==> src/hdl/dqkr_pkg.sv <==
// Shared types and codes for the keyed-removal deque.
package dqkr_pkg;

  localparam int KEY_W  = 32;
  localparam int WORD_W = 32;

  localparam logic [1:0] OP_PUSH_FRONT = 2'd0;
  localparam logic [1:0] OP_PUSH_BACK  = 2'd1;
  localparam logic [1:0] OP_POP_BACK   = 2'd2;
  localparam logic [1:0] OP_DELETE     = 2'd3;

  localparam logic [1:0] ST_DONE  = 2'd0;
  localparam logic [1:0] ST_EMPTY = 2'd1;
  localparam logic [1:0] ST_FULL  = 2'd2;

  typedef enum logic [2:0] {
    S_IDLE,
    S_EXEC,
    S_POP_CAP,
    S_SCAN,
    S_SHIFT,
    S_DONE
  } state_t;

  typedef struct packed {
    logic [1:0]        status;
    logic [KEY_W-1:0]  key;
    logic [WORD_W-1:0] data;
  } res_t;

endpackage

==> src/hdl/dqkr_if.sv <==
// Request and result channel interfaces for the keyed-removal deque.
interface dqkr_in_if;
  logic                       valid;
  logic                       ready;
  logic [1:0]                 op;
  logic [dqkr_pkg::KEY_W-1:0]  key;
  logic [dqkr_pkg::WORD_W-1:0] data;
  modport source (output valid, op, key, data, input ready);
  modport sink (input valid, op, key, data, output ready);
endinterface

interface dqkr_out_if;
  logic                       valid;
  logic                       ready;
  logic [1:0]                 status;
  logic [dqkr_pkg::KEY_W-1:0]  out_key;
  logic [dqkr_pkg::WORD_W-1:0] out_data;
  modport source (output valid, status, out_key, out_data, input ready);
  modport sink (input valid, status, out_key, out_data, output ready);
endinterface

==> src/hdl/dqkr_store.sv <==
// Record memory: one write port and one registered read port.
module dqkr_store #(
  parameter int DEPTH = 16,
  parameter int REC_W = 64
) (
  input  logic                     clk,
  input  logic                     we,
  input  logic [$clog2(DEPTH)-1:0] waddr,
  input  logic [REC_W-1:0]         wdata,
  input  logic                     re,
  input  logic [$clog2(DEPTH)-1:0] raddr,
  output logic [REC_W-1:0]         rdata
);

  logic [REC_W-1:0] mem [DEPTH];
  logic [REC_W-1:0] rdata_r;

  always_ff @(posedge clk) begin
    if (we) begin
      mem[waddr] <= wdata;
    end
    if (re) begin
      rdata_r <= mem[raddr];
    end
  end

  assign rdata = rdata_r;

endmodule

==> src/hdl/dqkr_ctrl.sv <==
// Request sequencer: shared slot adder and key compare, scan and close-up passes.
module dqkr_ctrl #(
  parameter int DEPTH      = 16,
  parameter int DATA_WIDTH = 32
) (
  input  logic                        clk,
  input  logic                        rst_n,
  input  logic                        req_valid,
  output logic                        req_ready,
  input  logic [1:0]                  req_op,
  input  logic [dqkr_pkg::KEY_W-1:0]  req_key,
  input  logic [dqkr_pkg::WORD_W-1:0] req_data,
  output logic                        res_valid,
  input  logic                        res_take,
  output dqkr_pkg::res_t              res
);

  localparam int AW    = $clog2(DEPTH);
  localparam int CW    = $clog2(DEPTH + 1);
  localparam int REC_W = dqkr_pkg::KEY_W + DATA_WIDTH;

  dqkr_pkg::state_t state_r, state_nxt;
  logic [1:0]                  op_r;
  logic [dqkr_pkg::KEY_W-1:0]  key_r;
  logic [dqkr_pkg::WORD_W-1:0] data_r;
  logic [AW-1:0] front_r, front_nxt;
  logic [CW-1:0] fill_r, fill_nxt;
  logic [CW-1:0] idx_r, idx_nxt;
  logic          cmp_v_r, cmp_v_nxt;
  logic          shv_r, shv_nxt;
  logic [AW-1:0] rd_slot_r, rd_slot_nxt;
  logic [AW-1:0] wr_slot_r, wr_slot_nxt;
  dqkr_pkg::res_t res_r, res_nxt;

  // memory port
  logic             we, re;
  logic [AW-1:0]    waddr, raddr;
  logic [REC_W-1:0] wdata, rdata;

  // shared slot unit
  logic [AW-1:0] slot_pos, slot, front_dec;
  logic [AW:0]   slot_sum;
  logic          full, empty;
  logic [CW-1:0] fill_m1;
  logic [63:0]   din_ext, rpay_ext;
  logic [DATA_WIDTH-1:0]      wpay;
  logic [dqkr_pkg::KEY_W-1:0] rkey;

  assign slot_sum = {1'b0, front_r} + {1'b0, slot_pos};
  assign slot = (slot_sum >= (AW+1)'(DEPTH)) ? AW'(slot_sum - (AW+1)'(DEPTH))
                                              : slot_sum[AW-1:0];
  assign front_dec = (front_r == '0) ? AW'(DEPTH - 1) : front_r - AW'(1);
  assign full    = (fill_r == CW'(DEPTH));
  assign empty   = (fill_r == '0);
  assign fill_m1 = fill_r - CW'(1);

  assign din_ext  = 64'(data_r);
  assign wpay     = din_ext[DATA_WIDTH-1:0];
  assign rkey     = rdata[DATA_WIDTH +: dqkr_pkg::KEY_W];
  assign rpay_ext = 64'(rdata[DATA_WIDTH-1:0]);

  dqkr_store #(.DEPTH(DEPTH), .REC_W(REC_W)) u_store (
    .clk   (clk),
    .we    (we),
    .waddr (waddr),
    .wdata (wdata),
    .re    (re),
    .raddr (raddr),
    .rdata (rdata)
  );

  always_comb begin
    state_nxt   = state_r;
    front_nxt   = front_r;
    fill_nxt    = fill_r;
    idx_nxt     = idx_r;
    cmp_v_nxt   = cmp_v_r;
    shv_nxt     = shv_r;
    rd_slot_nxt = rd_slot_r;
    wr_slot_nxt = wr_slot_r;
    res_nxt     = res_r;
    we          = 1'b0;
    re          = 1'b0;
    waddr       = slot;
    raddr       = slot;
    wdata       = {key_r, wpay};
    req_ready   = 1'b0;
    res_valid   = 1'b0;

    case (state_r)
      dqkr_pkg::S_EXEC: slot_pos = (op_r == dqkr_pkg::OP_POP_BACK) ? fill_m1[AW-1:0]
                                                                    : fill_r[AW-1:0];
      default:          slot_pos = idx_r[AW-1:0];
    endcase

    case (state_r)
      dqkr_pkg::S_IDLE: begin
        req_ready = 1'b1;
        if (req_valid) begin
          state_nxt = dqkr_pkg::S_EXEC;
        end
      end
      dqkr_pkg::S_EXEC: begin
        res_nxt   = '{status: dqkr_pkg::ST_DONE, key: '0, data: '0};
        state_nxt = dqkr_pkg::S_DONE;
        case (op_r)
          dqkr_pkg::OP_PUSH_FRONT: begin
            if (full) begin
              res_nxt.status = dqkr_pkg::ST_FULL;
            end else begin
              we        = 1'b1;
              waddr     = front_dec;
              front_nxt = front_dec;
              fill_nxt  = fill_r + CW'(1);
            end
          end
          dqkr_pkg::OP_PUSH_BACK: begin
            if (full) begin
              res_nxt.status = dqkr_pkg::ST_FULL;
            end else begin
              we       = 1'b1;
              fill_nxt = fill_r + CW'(1);
            end
          end
          dqkr_pkg::OP_POP_BACK: begin
            if (empty) begin
              res_nxt.status = dqkr_pkg::ST_EMPTY;
            end else begin
              re        = 1'b1;
              fill_nxt  = fill_m1;
              state_nxt = dqkr_pkg::S_POP_CAP;
            end
          end
          default: begin
            if (empty) begin
              res_nxt.status = dqkr_pkg::ST_EMPTY;
            end else begin
              idx_nxt   = '0;
              cmp_v_nxt = 1'b0;
              state_nxt = dqkr_pkg::S_SCAN;
            end
          end
        endcase
      end
      dqkr_pkg::S_POP_CAP: begin
        res_nxt.key  = rkey;
        res_nxt.data = rpay_ext[dqkr_pkg::WORD_W-1:0];
        state_nxt    = dqkr_pkg::S_DONE;
      end
      dqkr_pkg::S_SCAN: begin
        if (cmp_v_r && (rkey == key_r)) begin
          // hit on the entry read last cycle; idx_r already points past it
          res_nxt.key  = rkey;
          res_nxt.data = rpay_ext[dqkr_pkg::WORD_W-1:0];
          wr_slot_nxt  = rd_slot_r;
          shv_nxt      = 1'b0;
          state_nxt    = dqkr_pkg::S_SHIFT;
        end else if (idx_r < fill_r) begin
          re          = 1'b1;
          rd_slot_nxt = slot;
          idx_nxt     = idx_r + CW'(1);
          cmp_v_nxt   = 1'b1;
        end else begin
          res_nxt.status = dqkr_pkg::ST_EMPTY;
          state_nxt      = dqkr_pkg::S_DONE;
        end
      end
      dqkr_pkg::S_SHIFT: begin
        // move each later record one slot toward the front
        if (shv_r) begin
          we          = 1'b1;
          waddr       = wr_slot_r;
          wdata       = rdata;
          wr_slot_nxt = rd_slot_r;
        end
        if (idx_r < fill_r) begin
          re          = 1'b1;
          rd_slot_nxt = slot;
          idx_nxt     = idx_r + CW'(1);
          shv_nxt     = 1'b1;
        end else begin
          shv_nxt = 1'b0;
          if (!shv_r) begin
            fill_nxt  = fill_m1;
            state_nxt = dqkr_pkg::S_DONE;
          end
        end
      end
      dqkr_pkg::S_DONE: begin
        res_valid = 1'b1;
        if (res_take) begin
          state_nxt = dqkr_pkg::S_IDLE;
        end
      end
      default: state_nxt = dqkr_pkg::S_IDLE;
    endcase
  end

  always_ff @(posedge clk) begin
    if (!rst_n) begin
      state_r <= dqkr_pkg::S_IDLE;
      front_r <= '0;
      fill_r  <= '0;
      cmp_v_r <= 1'b0;
      shv_r   <= 1'b0;
    end else begin
      state_r <= state_nxt;
      front_r <= front_nxt;
      fill_r  <= fill_nxt;
      cmp_v_r <= cmp_v_nxt;
      shv_r   <= shv_nxt;
    end
  end

  always_ff @(posedge clk) begin
    if (req_ready && req_valid) begin
      op_r   <= req_op;
      key_r  <= req_key;
      data_r <= req_data;
    end
    idx_r     <= idx_nxt;
    rd_slot_r <= rd_slot_nxt;
    wr_slot_r <= wr_slot_nxt;
    res_r     <= res_nxt;
  end

  assign res = res_r;

endmodule

==> src/hdl/deque_with_keyed_removal_top.sv <==
// Top level of the bounded deque of keyed records with delete by key.
//
// in_ch carries one request beat (op, key, data); out_ch returns exactly one
// result beat (status, out_key, out_data) per request, in request order.
// Requests are taken one at a time: in_ch.ready is high only while the
// sequencer is idle.
// A push or a refused request runs the execute state and then the done state;
// a pop adds a capture state for the record read. A delete scans from the
// front one record a cycle through the single memory read port and compares
// in the following cycle, then closes the gap one record a cycle.
// After each result the sequencer returns to idle before it takes the next
// request.
// The result sits in an output register; a new request is accepted while it
// waits. If out_ch stalls, the next result holds in the sequencer and no
// further request is taken until the register frees.
// Reset empties the store at once (front and fill count cleared); no clearing
// pass is run and record memory contents are left as they are.
module deque_with_keyed_removal_top #(
  parameter int DEPTH      = 16,
  parameter int DATA_WIDTH = 32
) (
  input logic             clk,
  input logic             rst_n,
  dqkr_in_if.sink         in_ch,
  dqkr_out_if.source      out_ch
);

  logic           res_valid, res_take;
  dqkr_pkg::res_t res;
  logic           out_valid_r;
  dqkr_pkg::res_t out_r;

  dqkr_ctrl #(.DEPTH(DEPTH), .DATA_WIDTH(DATA_WIDTH)) u_ctrl (
    .clk       (clk),
    .rst_n     (rst_n),
    .req_valid (in_ch.valid),
    .req_ready (in_ch.ready),
    .req_op    (in_ch.op),
    .req_key   (in_ch.key),
    .req_data  (in_ch.data),
    .res_valid (res_valid),
    .res_take  (res_take),
    .res       (res)
  );

  // load the output register when it is empty or being drained this cycle
  assign res_take = !out_valid_r || out_ch.ready;

  always_ff @(posedge clk) begin
    if (!rst_n) begin
      out_valid_r <= 1'b0;
    end else if (res_valid && res_take) begin
      out_valid_r <= 1'b1;
    end else if (out_ch.ready) begin
      out_valid_r <= 1'b0;
    end
  end

  always_ff @(posedge clk) begin
    if (res_valid && res_take) begin
      out_r <= res;
    end
  end

  assign out_ch.valid    = out_valid_r;
  assign out_ch.status   = out_r.status;
  assign out_ch.out_key  = out_r.key;
  assign out_ch.out_data = out_r.data;

endmodule
==> src/flat_wrapper.sv <==
// flat-port wrapper written by rule: the top's interface ports become plain ports
module deque_with_keyed_removal_top_flat 
#(
  parameter int DEPTH      = 16,
  parameter int DATA_WIDTH = 32
)
  (clk, rst_n, in_ch_valid, in_ch_op, in_ch_key, in_ch_data, in_ch_ready, out_ch_valid, out_ch_status, out_ch_out_key, out_ch_out_data, out_ch_ready);
  dqkr_in_if in_ch_i ();
  dqkr_out_if out_ch_i ();
  input logic clk;
  input logic rst_n;
  input wire logic [$bits(in_ch_i.valid)-1:0] in_ch_valid;
  input wire logic [$bits(in_ch_i.op)-1:0] in_ch_op;
  input wire logic [$bits(in_ch_i.key)-1:0] in_ch_key;
  input wire logic [$bits(in_ch_i.data)-1:0] in_ch_data;
  output wire logic [$bits(in_ch_i.ready)-1:0] in_ch_ready;
  output wire logic [$bits(out_ch_i.valid)-1:0] out_ch_valid;
  output wire logic [$bits(out_ch_i.status)-1:0] out_ch_status;
  output wire logic [$bits(out_ch_i.out_key)-1:0] out_ch_out_key;
  output wire logic [$bits(out_ch_i.out_data)-1:0] out_ch_out_data;
  input wire logic [$bits(out_ch_i.ready)-1:0] out_ch_ready;
  assign in_ch_i.valid = in_ch_valid;
  assign in_ch_i.op = in_ch_op;
  assign in_ch_i.key = in_ch_key;
  assign in_ch_i.data = in_ch_data;
  assign in_ch_ready = in_ch_i.ready;
  assign out_ch_valid = out_ch_i.valid;
  assign out_ch_status = out_ch_i.status;
  assign out_ch_out_key = out_ch_i.out_key;
  assign out_ch_out_data = out_ch_i.out_data;
  assign out_ch_i.ready = out_ch_ready;
  deque_with_keyed_removal_top #(.DEPTH(DEPTH), .DATA_WIDTH(DATA_WIDTH)) u_core (.clk(clk), .rst_n(rst_n), .in_ch(in_ch_i), .out_ch(out_ch_i));
endmodule
==> config.mk <==
export PLATFORM = sky130hd
export DESIGN_NAME = deque_with_keyed_removal_top_flat
export DESIGN_NICKNAME = d
export VERILOG_FILES = /design/src/hdl/dqkr_pkg.sv /design/src/hdl/dqkr_if.sv /design/src/hdl/dqkr_store.sv /design/src/hdl/dqkr_ctrl.sv /design/src/hdl/deque_with_keyed_removal_top.sv /design/src/flat_wrapper.sv
export SDC_FILE = /design/constraint.sdc
export NUM_CORES = 1
export LEC_CHECK = 0
export BUFFER_PORTS_ARGS = -buffer_cell sky130_fd_sc_hd__buf_2
export CAP_MARGIN = 20
export CORE_MARGIN = 5
export CORE_UTILIZATION = 30
export DETAILED_ROUTE_END_ITERATION = 12
export PLACE_DENSITY_LB_ADDON = 0.3
export SYNTH_ARGS = -nofsm -noshare
export SYNTH_HDL_FRONTEND = slang
export SYNTH_SLANG_ARGS = --single-unit
==> constraint.sdc <==
create_clock -name clk -period 17.3 [get_ports clk]
set_clock_uncertainty 0.1 [all_clocks]
set_input_delay 0 -clock clk [delete_from_list [all_inputs] [get_ports clk]]
set_output_delay 0 -clock clk [all_outputs]
set_load 0.01 [all_outputs]
* Word level (Yosys, flattened, before mapping)
Memories as Yosys holds them, arrays and structs flattened. A register that Yosys moved wholly into a read port is not among the register bits. Cells that the tools add are included.
Cells by class: add/sub/neg operators 6, multiply operators 0, divide/modulo/power cells 0, magnitude comparators 2, eq/ne operators 24, shift operators 0, muxes and demuxes 67, bitwise logic cells 1, reduce and logical (&&, ||, !) cells 27
Operators with widths (number):
- $mux W64 | 3
- $pmux W64 S3 | 1
- $mux W4 | 11
- $mux W5 | 8
- $eq A32 B32 Y1 | 1
- $mux W3 | 8
- $pmux W4 S2 | 3
- $ne A2 B2 Y1 const B | 10
- $pmux W5 S2 | 2
- $mux W1 | 19
- $pmux W3 S6 | 1
- $pmux W5 S3 | 1
- $ne A3 B3 Y1 const B | 4
- $add A5 B1 Y5 const B | 2
- $reduce_and A5 Y1 | 2
- $reduce_and A3 Y1 | 3
- $mux W2 | 4
- $reduce_bool A2 Y1 | 4
- $sub A4 B1 Y4 const B | 2
- $eq A3 B2 Y1 const B | 2
- $eq A3 B3 Y1 const B | 2
- $pmux W1 S2 | 3
- $pmux W3 S2 | 1
- $reduce_and A2 Y1 | 3
- other kinds (24) | 27
Storage, ports and cells: flip-flop bits (word level) 226, bits in latches 0, memory bits (writable) 1024, bits in read-only memories 0, output and inout port bits 68, word-level logic and storage cells 146, memories kept 1
Memory list:
- u_core.u_ctrl.u_store.mem | words 16, width 64, read ports 1, clocked after memory_dff 1, write ports 1, line dqkr_store.sv:15 | logic [REC_W-1:0] mem [DEPTH];

* Logic depth before layout (Yosys ltp)
word-level depth 9, mapped depth 14, mapped depth without buffers 13

* Modules after synthesis
A second synthesis with hierarchy kept.
Second synthesis, totals: cell total of the unflattened synthesis 2409, area total of the unflattened synthesis 49762.7 µm²
By module, submodules not included:
- dqkr_store | times used 1, cells an instance 1647, area each 40222.3 µm², seq. area each 32671.3 µm²
- dqkr_ctrl | times used 1, cells an instance 691, area each 7500.9 µm², seq. area each 4634.4 µm²
- deque_with_keyed_removal_top | times used 1, cells an instance 71, area each 2039.5 µm², seq. area each 2001.9 µm²

* Worst setup path before layout
OpenSTA, ideal clock, no wires.
kind reg2reg, from reg u_core.u_ctrl.op_r[1], to mem u_core.u_ctrl.u_store.mem[8][0], enable pin, arrival 7.613 ns, data required time 16.622 ns, path slack 9.009 ns, cell stages (with the launch flop) 14, clock period less this slack 8.291 ns, cells stage by stage edfxtp_1 nor2b_1 buf_4 ha_1 o21ai_0 ha_1 inv_1 fa_1 clkbuf_1 clkbuf_1 o22ai_1 nor3_1 nand2b_1 nor3b_1
On the way: longest elaborated chain between the ends 9, elaborated cells on any way between the ends 18
Ends and longest elaborated chain:
- start, declared | line dqkr_ctrl.sv:23 | logic [1:0] op_r;
- start signal, assigned | line dqkr_ctrl.sv:217 | op_r <= req_op;
- $eq A2 B2 Y1 | line dqkr_ctrl.sv:91 | dqkr_pkg::S_EXEC: slot_pos = (op_r == dqkr_pkg::OP_POP_BACK) ? fill_m1[AW-1:0]
- $mux W4 | line dqkr_ctrl.sv:91
- $mux W4 | line dqkr_ctrl.sv:90 | case (state_r)
- $add A4 B4 Y5 | line dqkr_ctrl.sv:49 | assign slot_sum = {1'b0, front_r} + {1'b0, slot_pos};
- $sub A4 B1 Y4 or $ge A5 B5 Y1 (tied branches) | line dqkr_ctrl.sv:50 | assign slot = (slot_sum >= (AW+1)'(DEPTH)) ? AW'(slot_sum - (AW+1)'(DEPTH))
- $mux W4 | line dqkr_ctrl.sv:50
- $mux W4 | line dqkr_ctrl.sv:108 | if (full) begin
- $mux W4 | line dqkr_ctrl.sv:106 | case (op_r)
- $pmux W4 S2 | line dqkr_ctrl.sv:96 | case (state_r)
- end, declared | line dqkr_store.sv:15
Several ways; a longest one is shown, not always the timed one.

* Final worst setup path
from reg u_core.u_ctrl.op_r[1], to mem u_core.u_ctrl.u_store.mem[12][18], enable pin
On the way: longest elaborated chain between the ends 9, elaborated cells on any way between the ends 18
Ends and longest elaborated chain:
- $eq A2 B2 Y1 * | line dqkr_ctrl.sv:91
- $mux W4 * | line dqkr_ctrl.sv:91
- $mux W4 * | line dqkr_ctrl.sv:90
- $add A4 B4 Y5 * | line dqkr_ctrl.sv:49
- $sub A4 B1 Y4 or $ge A5 B5 Y1 (tied branches) | line dqkr_ctrl.sv:50
- $mux W4 * | line dqkr_ctrl.sv:50
- named net u_core.u_ctrl.raddr[1] | line dqkr_ctrl.sv:37 | logic [AW-1:0] waddr, raddr;
- $mux W4 | line dqkr_ctrl.sv:108
- $mux W4 | line dqkr_ctrl.sv:106
- $pmux W4 S2 * | line dqkr_ctrl.sv:96
Mark *: on every way through the listed nets, which the timed path passes. The rest lies on a longest branch.

==> results by group <==
Synthesis
  – Synthesized flop and latch total: 1314
  – Post-synth EDFFs: roughly 1300
  – Register area share after synthesis: roughly 79%
  – Main synth FF type: edfxtp_1
  – Syn Inst Count: 2151
  – Synth Warn #: 0
  – Mapped Avg Cell Area: between 20 and 25 sq um
  – Unique masters post-synth: 59
  – Fraction of registers with async set/reset: 0%
  – Post-synth net total: approximately 2200
  – Synthesized area: approximately 0.050 sq mm

Place
  – Post-Place Worst Slack: roughly 10000 ps
  – PortBufs: around 140
  – Gpl congestion: approximately 0.75
  – Hpwl dp: around 62000 um

Finish
  – P&R area growth vs syn: 18.7%
  – Fillers: approximately 15000
  – Area of the multi-input gates: between 0.01 and 0.015 sq mm
  – Commonest non-fill, non-tap cell in the layout: edfxtp_1
  – Most frequent cells in the layout: edfxtp_1 (1299), mux4_2 (320), clkbuf_16 (137), buf_2 (137), dlygate4sd3_1 (136)
  – Seq. cell area: slightly below 0.04 sq mm
  – Layout Nets: 2600
  – Layout cells sized above 1: roughly 30%

Setup path
  – Crit Path Class: flop to flop
  – CP cell instances: nor2b_1 -> ha_1 -> o21ai_0 -> ha_4 -> inv_1 -> fa_4 -> buf_12 -> inv_1 -> a32oi_1 -> o22ai_1 -> nor3_1 -> nand2b_1 -> nor2_4 -> buf_4
  – Largest stage delay, worst path: between 1000 and 1500 ps
  – Required @ worst endpoint: between 15000 and 20000 ps
  – Buf+Inv Stages, Crit Path: 4
  – Crit start category: flop
  – Crit-path max FO: around 160
  – Critical Path AT: around 7400 ps
  – Crit end category: flop
  – CP top delay family: simple AND/OR/NAND/NOR gates
  – Crit path top cell by count: inv_1
  – Slowest CP cell: fa_4

CTS
  – CTS tree: yes
  – Worst-skew pair later-pin latency: 750 ps
  – CTS Root Cell: clkbuf_16
  – CTS Buffer Depth: 3
  – Htree depth: 4
  – CTS Sinks: approximately 1300
  – Post-CTS Setup Inserts: 0
  – CTS buffer count: about 130
  – Clock slew at reported path FFs: roughly 60 ps

Global route
  – Initial antenna violation count: 3
  – Vias in the first global route: roughly 25000
  – Total GRT Usage: 13.3%
  – GR Overflow Total: 0
  – First-pass GRT wire length: 171000 um
  – Largest net degree at the start of global routing: 160

Die
  – Die ar.: approximately 0.17 sq mm
  – Number of placement rows: between 100 and 150
  – Core area: between 0.15 and 0.2 sq mm
  – Ports: 138
  – Die height: 418 um
  – DIE WIDTH: 418 um
  – Starting Density: around 30%

STA
  – Final setup margin: about 10000 ps
  – Setup TNS: 0 ps
  – Final Critical Period: around 7200 ps
  – Unrepaired setup endpoints after global routing: false
  – Actual slew at the worst max-slew pin: 1100 ps
  – Final Hold Fails: 0
  – Final slew viol count: 0
  – Slew headroom: between 20% and 30%
  – FMAX: ~140 MHz
  – # setup viols final: 0
  – Final period util: between 40 and 50%

Pwr
  – NetSw: around 3.2 mW
  – Sequential share of power: approximately two fifths
  – PwrDens: about 180 mW/mm^2
  – Total power: roughly 11 mW
  – Sw Share: 29.8%
  – Internal power: 7.54 mW
  – Clock power frac: a little over a quarter
  – Combinational share of power: 32.8%
  – Max VDD drop: around 240 uV
  – Leak: roughly 19 nW

Route
  – ANT nets after route: 0
  – Via density: about 4.8
  – DRT iter0 DRCs: about 2000
  – Remaining DRCs: 0
  – Vias post-DR: about 23000
  – 1st-pass router iterations: 7
  – Final wirelength: between 100000 and 150000 um
  – Wire per inst: 24.3 um

Min path
  – Hold crit path type: input port to flop

Job
  – MaxCap Viol Count: 0

Status
  – Outcome: completed
## power groups by stage
stage               logic [mW]  clock network (mW)  registers (mW)
floorplan                 2.55                   0            4.39
global placement          3.53                   0            4.43
detailed placement        3.58                   0            4.45
CTS                       3.62                2.93            4.38
global route              3.80                3.06            4.40
finish                    3.53                2.86            4.37
## worst paths after layout
check	start	slack, ps	endpoint	cells after the start
worst max-delay path	u_core.u_ctrl.op_r[1]	10120	u_core.u_ctrl.u_store.mem[12][18]	14
worst min-delay path	rst_n	90	u_core.u_ctrl.fill_r[2]	4
worst max register to register	u_core.u_ctrl.op_r[1]	10120	u_core.u_ctrl.u_store.mem[12][18]	14
worst min register to register	u_core.u_ctrl.res[64]	320	u_core.out_ch.status[0]	0
## metrics by stage
stage / hold slack, ps / utilization [%] / instance area [sq um] / cells
after floorplan: -1.13 / - / 49900 / 2151
after global placement: 77.7 / 32.4 / 53500 / 4429
after detailed placement: 78.2 / 32.4 / 53500 / 4429
after CTS: 17.0 / 35.8 / 59100 / 4798
after global routing: 103 / 35.8 / 59200 / 4801
final: 88.2 / 35.8 / 59200 / 4802
## logic make-up (layout without fill, tap and decap cells)
kind of cell               Yosys count  in the layout  share of synthesized area, %
xor gates and xnor gates            35             35                         0.615
AOI/OAI and AO/OA                   70             70                         0.938
DFF                               1314           1314                          78.8
muxes                              384            384                          15.9
buffers and inverters              110            570                         0.878
and+or+nand+nor                    222            222                          2.47
other                                0              2                             0
adders and majority gates           16             16                         0.416
## final cells by class
cell class,count,area share (%)
diodes,2,0.00846
clock buffers,161,5.94
clock inverters,72,1.30
inverters,17,0.108
multi-input cells,727,17.4
flip-flops and latches,1314,66.4
well taps,2189,4.63
repair buffers,320,4.19
## state kept, by name, summed over array words and instances (netlist names), 4 cells and up
register / cells
u_core.u_ctrl.wr_slot_r: 4
u_core.u_ctrl.idx_r: 5
u_core.out_ch.out_data: 32
u_core.u_ctrl.data_r: 32
u_core.u_ctrl.rd_slot_r: 4
u_core.u_ctrl.key_r: 32
u_core.out_ch.out_key: 32
u_core.u_ctrl.u_store.mem: 1024
u_core.u_ctrl.u_store.rdata: 64
u_core.u_ctrl.res: 66
u_core.u_ctrl.front_r: 4
u_core.u_ctrl.fill_r: 5
## layer usage
metal / vias up / track usage (%) / wire length, um
met5: - / 0 / 0
met3: 190 / 2.14 / 5420
met2: 648 / 22.9 / 59400
li1: 9769 / - / -
met4: 0 / 4.59 / 3610
met1: 12400 / 17.3 / 48500
## synth_stat cells, types with 13 or more instances
| cell | number | area [sq um] |
|---|---|---|
| nand2_1 | 42 | 158 |
| nor2_1 | 22 | 82.6 |
| xnor2_1 | 22 | 193 |
| edfxtp_1 | 1299 | 39000 |
| dfxtp_1 | 15 | 300 |
| inv_1 | 16 | 60.1 |
| nand2b_1 | 19 | 119 |
| mux4_2 | 320 | 7210 |
| mux2_2 | 62 | 698 |
| ha_1 | 15 | 188 |
| and2_1 | 66 | 413 |
| nand4_1 | 13 | 81.3 |
| clkbuf_1 | 79 | 297 |
| a21oi_1 | 17 | 85.1 |
| xor2_1 | 13 | 114 |
| nor3_1 | 16 | 80.1 |
## worst min-delay path: cells and delay by family
kind / cells / cell delay, ps
mux: 1 / 70
buf+inv: 2 / 720
simple gates: 1 / 70
## repair_timing
action / in CTS / in global routing
hold buffers: 136 / 0
gates resized for setup: 0 / 0
endpoints found under the hold margin: 84 / 0
No activity file was read; power rests on OpenSTA's default activity.
